--- config.mk ---
export PLATFORM = sky130hd
export DESIGN_NAME = tsst_ctrl
export DESIGN_NICKNAME = d
export VERILOG_FILES = /design/src/rtl/core/tsst_pkg.sv /design/src/rtl/core/tsst_ctrl.sv
export SDC_FILE = /design/constraint.sdc
export NUM_CORES = 1
export LEC_CHECK = 0
export BUFFER_PORTS_ARGS = -buffer_cell sky130_fd_sc_hd__buf_2
export CORE_MARGIN = 2
export CORE_UTILIZATION = 37
export DETAILED_ROUTE_END_ITERATION = 8
export PLACE_DENSITY = 0.74
export REMOVE_ABC_BUFFERS = 1
export SLEW_MARGIN = 5
export SYNTH_ARGS = -nofsm -noshare
export SYNTH_HDL_FRONTEND = slang
export SYNTH_SLANG_ARGS = --single-unit
--- constraint.sdc ---
create_clock -name clock -period 1.93 [get_ports clock]
set_input_delay 0.2895 -clock clock [delete_from_list [all_inputs] [get_ports clock]]
set_output_delay 0.2895 -clock clock [all_outputs]
set_load 0.02 [all_outputs]
--- src/rtl/core/tsst_pkg.sv ---
// Shared types and constants for the time-slot scheduler table.
// Depends on nothing; used by the controller, datapath and top level.
package tsst_pkg;

   localparam logic [1:0] KIND_SET_PARAMS = 2'd0;
   localparam logic [1:0] KIND_MARK_READY = 2'd1;
   localparam logic [1:0] KIND_PICK_NEXT  = 2'd2;
   localparam logic [1:0] KIND_UNUSED     = 2'd3;

   typedef enum logic [7:0] {
      ST_IDLE   = 8'b00000001,
      ST_LOAD   = 8'b00000010,
      ST_SRCH_U = 8'b00000100,
      ST_SRCH_L = 8'b00001000,
      ST_COMMIT = 8'b00010000,
      ST_SCAN   = 8'b00100000,
      ST_RESULT = 8'b01000000,
      ST_OUT    = 8'b10000000
   } state_type;

   typedef struct packed {
      logic load;        // latch request, read held set
      logic srch_start;  // reset rotation counter, select blocking mask
      logic srch_lock;   // block on locked slots instead of used slots
      logic srch_step;   // test one rotation
      logic commit;      // update masks and slot ownership
      logic scan_start;
      logic scan_step;   // look at one slot
      logic mark_ready;
      logic finish;      // form the result beat
      logic fail;        // no rotation fits
   } cmd_type;

   typedef struct packed {
      logic [1:0] kind;
      logic       part_ok;
      logic       yield_take;
      logic       srch_hit;
      logic       srch_done;
      logic       scan_hit;
      logic       scan_done;
   } sts_type;

endpackage

--- src/rtl/core/tsst_ctrl.sv ---
// Controller state machine for the time-slot scheduler table.
// Depends on tsst_pkg; drives commands into tsst_dp.
module tsst_ctrl (
   input  logic               clock,
   input  logic               reset,
   input  logic               req_valid,
   output logic               req_stall,
   output logic               rsp_valid,
   input  logic               rsp_stall,
   input  tsst_pkg::sts_type  sts,
   output tsst_pkg::cmd_type  cmd
);

   tsst_pkg::state_type state_ff, state_in;
   logic                fail_ff, fail_in;

   assign req_stall = (state_ff != tsst_pkg::ST_IDLE);
   assign rsp_valid = (state_ff == tsst_pkg::ST_OUT);

   always_comb begin
      state_in = state_ff;
      fail_in  = fail_ff;
      cmd      = '0;
      cmd.fail = fail_ff;
      case (state_ff)
         tsst_pkg::ST_IDLE: begin
            if (req_valid) begin
               cmd.load = 1'b1;
               state_in = tsst_pkg::ST_LOAD;
            end
         end
         tsst_pkg::ST_LOAD: begin
            fail_in = 1'b0;
            if (sts.kind == tsst_pkg::KIND_SET_PARAMS && sts.part_ok) begin
               cmd.srch_start = 1'b1;
               state_in = tsst_pkg::ST_SRCH_U;
            end else if (sts.kind == tsst_pkg::KIND_MARK_READY && sts.part_ok) begin
               cmd.mark_ready = 1'b1;
               state_in = tsst_pkg::ST_RESULT;
            end else if (sts.kind == tsst_pkg::KIND_PICK_NEXT && !sts.yield_take) begin
               cmd.scan_start = 1'b1;
               state_in = tsst_pkg::ST_SCAN;
            end else begin
               state_in = tsst_pkg::ST_RESULT;
            end
         end
         tsst_pkg::ST_SRCH_U: begin
            if (sts.srch_hit) begin
               state_in = tsst_pkg::ST_COMMIT;
            end else if (sts.srch_done) begin
               cmd.srch_start = 1'b1;
               cmd.srch_lock  = 1'b1;
               state_in = tsst_pkg::ST_SRCH_L;
            end else begin
               cmd.srch_step = 1'b1;
            end
         end
         tsst_pkg::ST_SRCH_L: begin
            if (sts.srch_hit) begin
               state_in = tsst_pkg::ST_COMMIT;
            end else if (sts.srch_done) begin
               fail_in  = 1'b1;
               state_in = tsst_pkg::ST_RESULT;
            end else begin
               cmd.srch_step = 1'b1;
            end
         end
         tsst_pkg::ST_COMMIT: begin
            cmd.commit = 1'b1;
            state_in = tsst_pkg::ST_RESULT;
         end
         tsst_pkg::ST_SCAN: begin
            if (sts.scan_hit || sts.scan_done) begin
               state_in = tsst_pkg::ST_RESULT;
            end else begin
               cmd.scan_step = 1'b1;
            end
         end
         tsst_pkg::ST_RESULT: begin
            cmd.finish = 1'b1;
            state_in = tsst_pkg::ST_OUT;
         end
         tsst_pkg::ST_OUT: begin
            if (!rsp_stall) state_in = tsst_pkg::ST_IDLE;
         end
         default: state_in = tsst_pkg::ST_IDLE;
      endcase
   end

   always_ff @(posedge clock) begin
      if (reset) begin
         state_ff <= tsst_pkg::ST_IDLE;
         fail_ff  <= 1'b0;
      end else begin
         state_ff <= state_in;
         fail_ff  <= fail_in;
      end
   end

endmodule

Word-level counts from Yosys, hierarchy flattened
Cells that the tools add are included.
Storage, ports and cells
  input port bits: 12
  word-level logic and storage cells: 64
  output and inout bits: 12
  register bits after elaboration: 9
Cells by class
  reductions and logical operators: 9
  multiplexer cells: 35
  eq/ne operators: 18
Operator list (number)
  $mux W8: 9
  $pmux W8 S8: 1
  $mux W1: 19
  $ne A2 B2 Y1 const B: 5
  $eq A8 B1 Y1 const B: 1
  $eq A8 B2 Y1 const B: 1
  $eq A8 B3 Y1 const B: 1
  $eq A8 B4 Y1 const B: 1
  $eq A8 B5 Y1 const B: 1
  $eq A8 B6 Y1 const B: 1
  $eq A8 B7 Y1 const B: 1
  $eq A8 B8 Y1 const B: 1
  $ne A8 B1 Y1 const B: 1
  $mux W7: 1
  $ne A3 B3 Y1 const B: 2
  $pmux W1 S2: 3
  $reduce_and A5 Y1: 1
  $logic_and A1 B1 Y1: 3
  $mux W3: 1
  $reduce_and A3 Y1: 1
  $eq A2 B1 Y1 const B: 1
  $eq A2 B2 Y1 const B: 1
  $logic_not A2 Y1: 1
  $mux W2: 1
  3 further kinds: 3

Depth between registers and ports, before layout
Gate-level depths: netlist (run 1).
  depth in word-level cells: 6
  depth in mapped cells: 5
  mapped depth without buffers: 4

Least setup slack after synthesis (run 1)
Ideal clock, no wire load.
  path type: register to register
  from: register state_ff[4]
  to: register state_ff[0]
  data arrival time: 1.761 ns
  period minus slack after synthesis: 1.881 ns
  slack: 0.049 ns
  buffers on the path: 0
  required time: 1.810 ns
  stages on the path, launching flop included: 5
  path through: dfxtp_1 > or4_4 > nor3_2 > nor4b_2 > a211o_1
On the way
  longest elaborated chain between the ends: 3
  elaborated cells on any way between the ends: 15
RTL lines
  from (decl): line tsst_ctrl.sv:14  | tsst_pkg::state_type state_ff, state_in;
  from (signal assigned): line tsst_ctrl.sv:92  | state_ff <= tsst_pkg::ST_IDLE;
  from (signal assigned): line tsst_ctrl.sv:95  | state_ff <= state_in;
  $eq A8 B4 Y1 (tied with other cells): line tsst_ctrl.sv:25  | case (state_ff)
  $ne A3 B3 Y1 (no line) or $ne A2 B2 Y1 (tied branches)
  $reduce_and A5 Y1 (no line)
Parallel ways exist; a longest one is shown, timed or not.
A chain may end at the register's enable or synchronous reset.

==> flow_summary_export.csv, run 1 <==
group,metric,value,unit
clock_tree,cts_tree,"built",
sta,fin_worst_skew,2.00,ps
placement,place_area,838,sq um
cells_and_area,layout_commonest_cell,"buf_4",
floorplanning,dieArea,0.00222,sq mm
logic_synthesis,synth_edf_count,0,
sta,maxSlewHeadroom,0.668,
cells_and_area,n_antenna_cell,0,
global_routing,grt_usage,0.194,
detailed_routing,antenna_left,0,
outcome,failed_checks,"setup timing",
detailed_routing,drt-total-wl,2320,um
sta,max_freq,481,MHz
sta,fin_crit_sh,1.08,
logic_synthesis,syn_area,688,sq um
logic_synthesis,postSynthCellCount,74,
global_routing,antenna_found_initial,0,
setup_path,rrSetupSlack,-50,ps
setup_path,end_kind,"output port",
setup_path,start_kind,"register",
floorplanning,io_pins,24,
sta,drv_slew,0,
worst_hold_path,hold_depth,2,
logic_synthesis,ys_seq_elements,9,
detailed_routing,vias_per_cell,5.54,
global_routing,grt_max_degree,10,
floorplanning,die_height,47.1,um
logic_synthesis,synth.distinct_cells,40,
setup_path,worst-setup-path-type,"reg2out",
sta,period_needed,2080,ps
floorplanning,die_w,47.1,um
clock_tree,cts_sinks,9,
flow_run,cap_viol_max_count,0,
clock_tree,clockBufferDepth,2,
cells_and_area,utilization,0.660,
logic_synthesis,ys_seq_area_frac,0.262,
logic_synthesis,synthArstFlopShare,0,
detailed_routing,drt_iter0_markers,15,
global_routing,grt_pass1_vias,694,
detailed_routing,detail_route.wl_per_cell,15.9,um
sta,fin_ws,-151,ps
setup_path,cp_max_fo,4,
sta,worstMarginPinSlew,494,ps
clock_tree,cts_buffers,3,
floorplanning,coreArea,0.00175,sq mm
clock_tree,clock_latency,260,ps
power,finalPower,823,uW
placement,gp_congestion,0.787,
sta,rsz0062_at_grt,"yes",
cells_and_area,drive_above_1_share,0.645,
clock_tree,htreeDepth,1,
clock_tree,root_buffer,"clkbuf_4",
setup_path,rr_endpoint,"state_ff[0]",
worst_hold_path,holdCritPathClass,"in2reg",
setup_path,r2r_start,"state_ff[5]",
outcome,outcome,"finished, violations left",
placement,port_buffers,23,
global_routing,overflow,0,
detailed_routing,firstDrtPassIters,4,
setup_path,crit_required,1640,ps
floorplanning,start_util,0.394,
global_routing,grt_pass1_wl,3070,um
floorplanning,placement_rows,15,
setup_path,reg2reg_depth,7,
placement,hpwl,1340,um
cells_and_area,nets,134,
logic_synthesis,synth-warning-count,0,
sta,hold_violations,0,
power,power.static_leakage,0.530,nW
setup_path,crit_end,"cmd[8]",
clock_tree,cts-hold-fix-buffers,0,
logic_synthesis,synthFlopType,"dfxtp_1",
cells_and_area,final_area,0.00115,sq mm
setup_path,cp-startpoint,"state_ff[5]",
clock_tree,path_clk_slew,60,ps
sta,setup_violations,8,
cells_and_area,final_cell_mix,"buf_4 (22), buf_2 (16), buf_6 (9), nor2_1 (5)",
power,ir_worst_vdd,0.420,mV
cells_and_area,area_growth,67.5,%
setup_path,crit_arrival,1790,ps
power,power_density,714,mW/mm^2
sta,fin_tns_setup,-642,ps
logic_synthesis,syn_avg_cell_area,9.30,sq um
detailed_routing,vias,809,
detailed_routing,detail_route.drc_violations,0,
synthesized netlist by cell type (2+ instances only):
cell type	number	area, sq um
nor3_2	3	30.0
a21oi_1	2	10.0
nor3b_1	2	15.0
o41ai_1	2	17.5
buf_6	2	22.5
inv_1	4	15.0
nor2_1	6	22.5
nand2_1	2	7.51
nand3_1	3	15.0
xor2_1	3	26.3
nor4_1	3	18.8
nand4b_1	2	17.5
or4_4	2	22.5
dfxtp_1	9	180
nor3_1	2	10.0
nand2b_1	2	12.5
nor2b_1	2	12.5
flip-flops by register name, summed over array words and instances (netlist names):
name / flops
fail_ff: 1
state_ff: 8
timing repair:
action	4_1_cts	5_1_grt
pin swaps	4	11
buffers inserted	5	14
endpoints found under the setup margin	6	11
resized for setup	14	26
worst max-delay path: stages (launching register included):
cell      delay (ps)
dfxtp_4          360
nor4_4           300
nand4b_1         240
or3_1            410
nand2_1          100
buf_6            120
report_power, final:
| group | switching (mW) | leakage, nW | internal, mW | total [mW] |
|---|---|---|---|---|
| registers | 0.0242 | 0.0757 | 0.198 | 0.223 |
| clock network | 0.0689 | 0.0150 | 0.0797 | 0.149 |
| logic | 0.212 | 0.439 | 0.240 | 0.452 |
| total | 0.305 | 0.530 | 0.518 | 0.823 |
cell type report:
class                   instances  area [sq um]
multi-input cells              57           539
inverters                       4          15.0
flip-flops and latches          9           194
well taps                      25          31.3
fillers                       140           593
clock buffers                   4          26.3
repair buffers                 47           347
cells by family (layout without fill, tap and decap cells):
logic type                count (synthesis)  in the layout  share of synthesized area
AOI/OAI and AO/OA                        11             11                      0.156
and+or+nand+nor                          43             43                      0.473
xor gates and xnor gates                  3              3                     0.0382
DFF                                       9              9                      0.262
buffers and inverters                     8             55                     0.0709
how the worst min path moves through the flow:
stage	startpoint	end	slack [ps]
6_report	sts[3]	state_ff[4]	330
5_1_grt	sts[3]	state_ff[4]	330
4_1_cts	sts[3]	state_ff[4]	320
3_5_place_dp	fail_ff	fail_ff	490
3_3_place_gp	fail_ff	fail_ff	490
2_1_floorplan	reset	state_ff[2]	360
routing by layer:
layer | up-vias | track usage | share of wire
met5 | - | 0 | 0
met1 | 393 | 0.263 | 0.42
met3 | 4 | 0.0231 | 0.044
met2 | 35 | 0.318 | 0.52
met4 | 0 | 0.0667 | 0.015
li1 | 377 | - | -
metrics by stage:
step | hold WS, ps | instances | setup slack [ps]
finish | 326 | 146 | -151
global route | 328 | 146 | -220
CTS | 325 | 132 | -188
detailed placement | 492 | 123 | 76.4
global placement | 492 | 123 | 45.9
floorplan | 359 | 70 | 48.9
(Power assumes the default switching activity.)
==> run 2: changes to the inputs <==
--- a/config.mk
+++ b/config.mk
@@ -6,10 +6,13 @@
 export NUM_CORES = 1
 export LEC_CHECK = 0
 export BUFFER_PORTS_ARGS = -buffer_cell sky130_fd_sc_hd__buf_2
+export CORE_ASPECT_RATIO = 1.5
 export CORE_MARGIN = 2
-export CORE_UTILIZATION = 37
+export CORE_UTILIZATION = 29
+export CTS_BUF_LIST = sky130_fd_sc_hd__clkbuf_4 sky130_fd_sc_hd__clkbuf_8
+export CTS_CLUSTER_DIAMETER = 200
 export DETAILED_ROUTE_END_ITERATION = 8
-export PLACE_DENSITY = 0.74
+export PLACE_DENSITY = 0.63
 export REMOVE_ABC_BUFFERS = 1
 export SLEW_MARGIN = 5
 export SYNTH_ARGS = -nofsm -noshare
==> flow_summary_export.csv, run 2 (synthesis results as in run 1) <==
group,metric,value,unit
placement,place_ws,86.0,ps
setup_path,critical_path.slowest_cell,"or4_4",
setup_path,r2r_start,"state_ff[6]",
global_routing,grt_pass1_vias,681,
setup_path,crit_required,1640,ps
detailed_routing,drt-total-wl,1940,um
sta,drv_slew,0,
cells_and_area,drive_above_1_share,0.543,
placement,port_buffers,23,
setup_path,cp_max_fo,6,
outcome,failed_checks,"setup timing",
detailed_routing,vias,707,
sta,fin_tns_setup,-379,ps
detailed_routing,detail_route.drc_violations,0,
cells_and_area,multi_input_area,498,sq um
detailed_routing,vias_per_cell,5.52,
worst_hold_path,hp-start,"sts[2]",
flow_run,cap_viol_max_count,0,
detailed_routing,drt_iter0_markers,20,
detailed_routing,antenna_left,0,
cells_and_area,n_antenna_cell,0,
sta,rsz0062_at_grt,"yes",
sta,fin_crit_sh,1.08,
clock_tree,clockBufferDepth,2,
setup_path,crit_chain,"or4_4 -> nor4_4 -> nand4b_1 -> inv_1 -> buf_4",
global_routing,grt_max_degree,10,
cells_and_area,final_cell_mix,"buf_2 (17), buf_4 (12), dfxtp_1 (6), nor2_1 (5)",
clock_tree,clock_latency,270,ps
setup_path,worst-setup-path-type,"reg2out",
floorplanning,die_height,63.7,um
floorplanning,start_util,0.308,
setup_path,crit_arrival,1790,ps
floorplanning,die_w,43.8,um
detailed_routing,detail_route.wl_per_cell,15.1,um
power,power.static_leakage,0.441,nW
setup_path,end_kind,"output port",
floorplanning,io_pins,24,
cells_and_area,layout_commonest_cell,"buf_2",
cells_and_area,regMostFlops,"state_ff",
sta,setup_violations,4,
outcome,outcome,"finished, violations left",
floorplanning,coreArea,0.00223,sq mm
clock_tree,cts_sinks,9,
sta,max_freq,482,MHz
placement,dp_cells,121,
sta,worstMarginPinSlew,525,ps
cells_and_area,largest_register_ffs,8,
global_routing,grt_pass1_wl,2960,um
cells_and_area,top_regs,"state_ff x8, fail_ff x1",
cells_and_area,final_cells,128,
clock_tree,path_clk_slew,70,ps
sta,period_needed,2080,ps
clock_tree,htreeDepth,1,
clock_tree,cts_tree,"built",
global_routing,met1_usage,0.160,
setup_path,max_stage_delay,580,ps
placement,hpwl,1470,um
setup_path,path_buf_inv,2,
sta,fin_worst_skew,5.40,ps
worst_hold_path,holdCritPathClass,"in2reg",
power,ir_worst_vdd,0.433,mV
global_routing,antenna_found_initial,0,
cells_and_area,nets,118,
placement,gp_congestion,0.796,
cells_and_area,fill_cells,201,
global_routing,overflow,0,
sta,maxSlewHeadroom,0.649,
clock_tree,root_buffer,"clkbuf_4",
power,power_density,722,mW/mm^2
floorplanning,dieArea,0.00279,sq mm
global_routing,use_met2,0.228,
global_routing,grt_usage,0.142,
clock_tree,cts-hold-fix-buffers,0,
setup_path,start_kind,"register",
cells_and_area,seq_area,186,sq um
cells_and_area,area_growth,38.9,%
global_routing,met3_usage,0.0344,
setup_path,cp_top_family,"simple AND/OR/NAND/NOR gates",
sta,fin_ws,-147,ps
floorplanning,placement_rows,21,
setup_path,cp-startpoint,"state_ff[5]",
detailed_routing,firstDrtPassIters,4,
sta,hold_violations,0,
global_routing,gr-max-usage-layer,"met2",
clock_tree,cts_buffers,3,
==> run 2: path summary, 6_finish.rpt <==
kind	to	slack, ps	cells after the start
setup / recovery	cmd[7]	-150	5
setup reg to reg	state_ff[6]	110	6
hold / removal	fail_ff	340	3
hold reg to reg	fail_ff	510	2
==> run 2: timing repair <==
item | in CTS | in global routing
setup endpoints to repair | 6 | 7
setup buffers | 1 | 2
hold endpoints to repair | 0 | 0
resized for setup | 6 | 13
pin swaps | 0 | 3
==> run 2: per-layer routing <==
metal,vias to the layer above,wire (um)
met5,-,0
met4,0,66
met3,7,94
met2,23,1030
met1,327,745
li1,350,-
==> run 2: area by class of cell <==
class,instances,area share
multi-input combinational,57,0.521
timing repair buffer,31,0.207
sequential,9,0.195
clock buffer,4,0.0314
tap,23,0.0301
inverter,4,0.0157
==> run 2: stage by stage <==
| step | power [mW] | cell area (sq um) | hold slack, ps | util |
|---|---|---|---|---|
| final | 0.690 | 956 | 340 | 0.428 |
| after floorplan | 0.409 | 654 | 359 | - |
| after detailed placement | 0.496 | 836 | 492 | 0.374 |
| after global placement | 0.494 | 836 | 495 | 0.374 |
| after CTS | 0.670 | 892 | 335 | 0.399 |
| after global routing | 0.729 | 956 | 337 | 0.428 |
==> run 2: power by group <==
part           switching, mW  total [mW]  leakage, nW  internal [mW]
clock                 0.0710       0.165       0.0184         0.0940
combinational          0.165       0.302        0.348          0.138
sequential            0.0235       0.223       0.0749          0.199
total                  0.259       0.690        0.441          0.431
==> run 2: worst min-delay path, delay by kind of cell <==
kind	cells	cell delay, ps
AOI/OAI and AO/OA	1	90
buffers and inverters	1	110
and+or+nand+nor	1	80
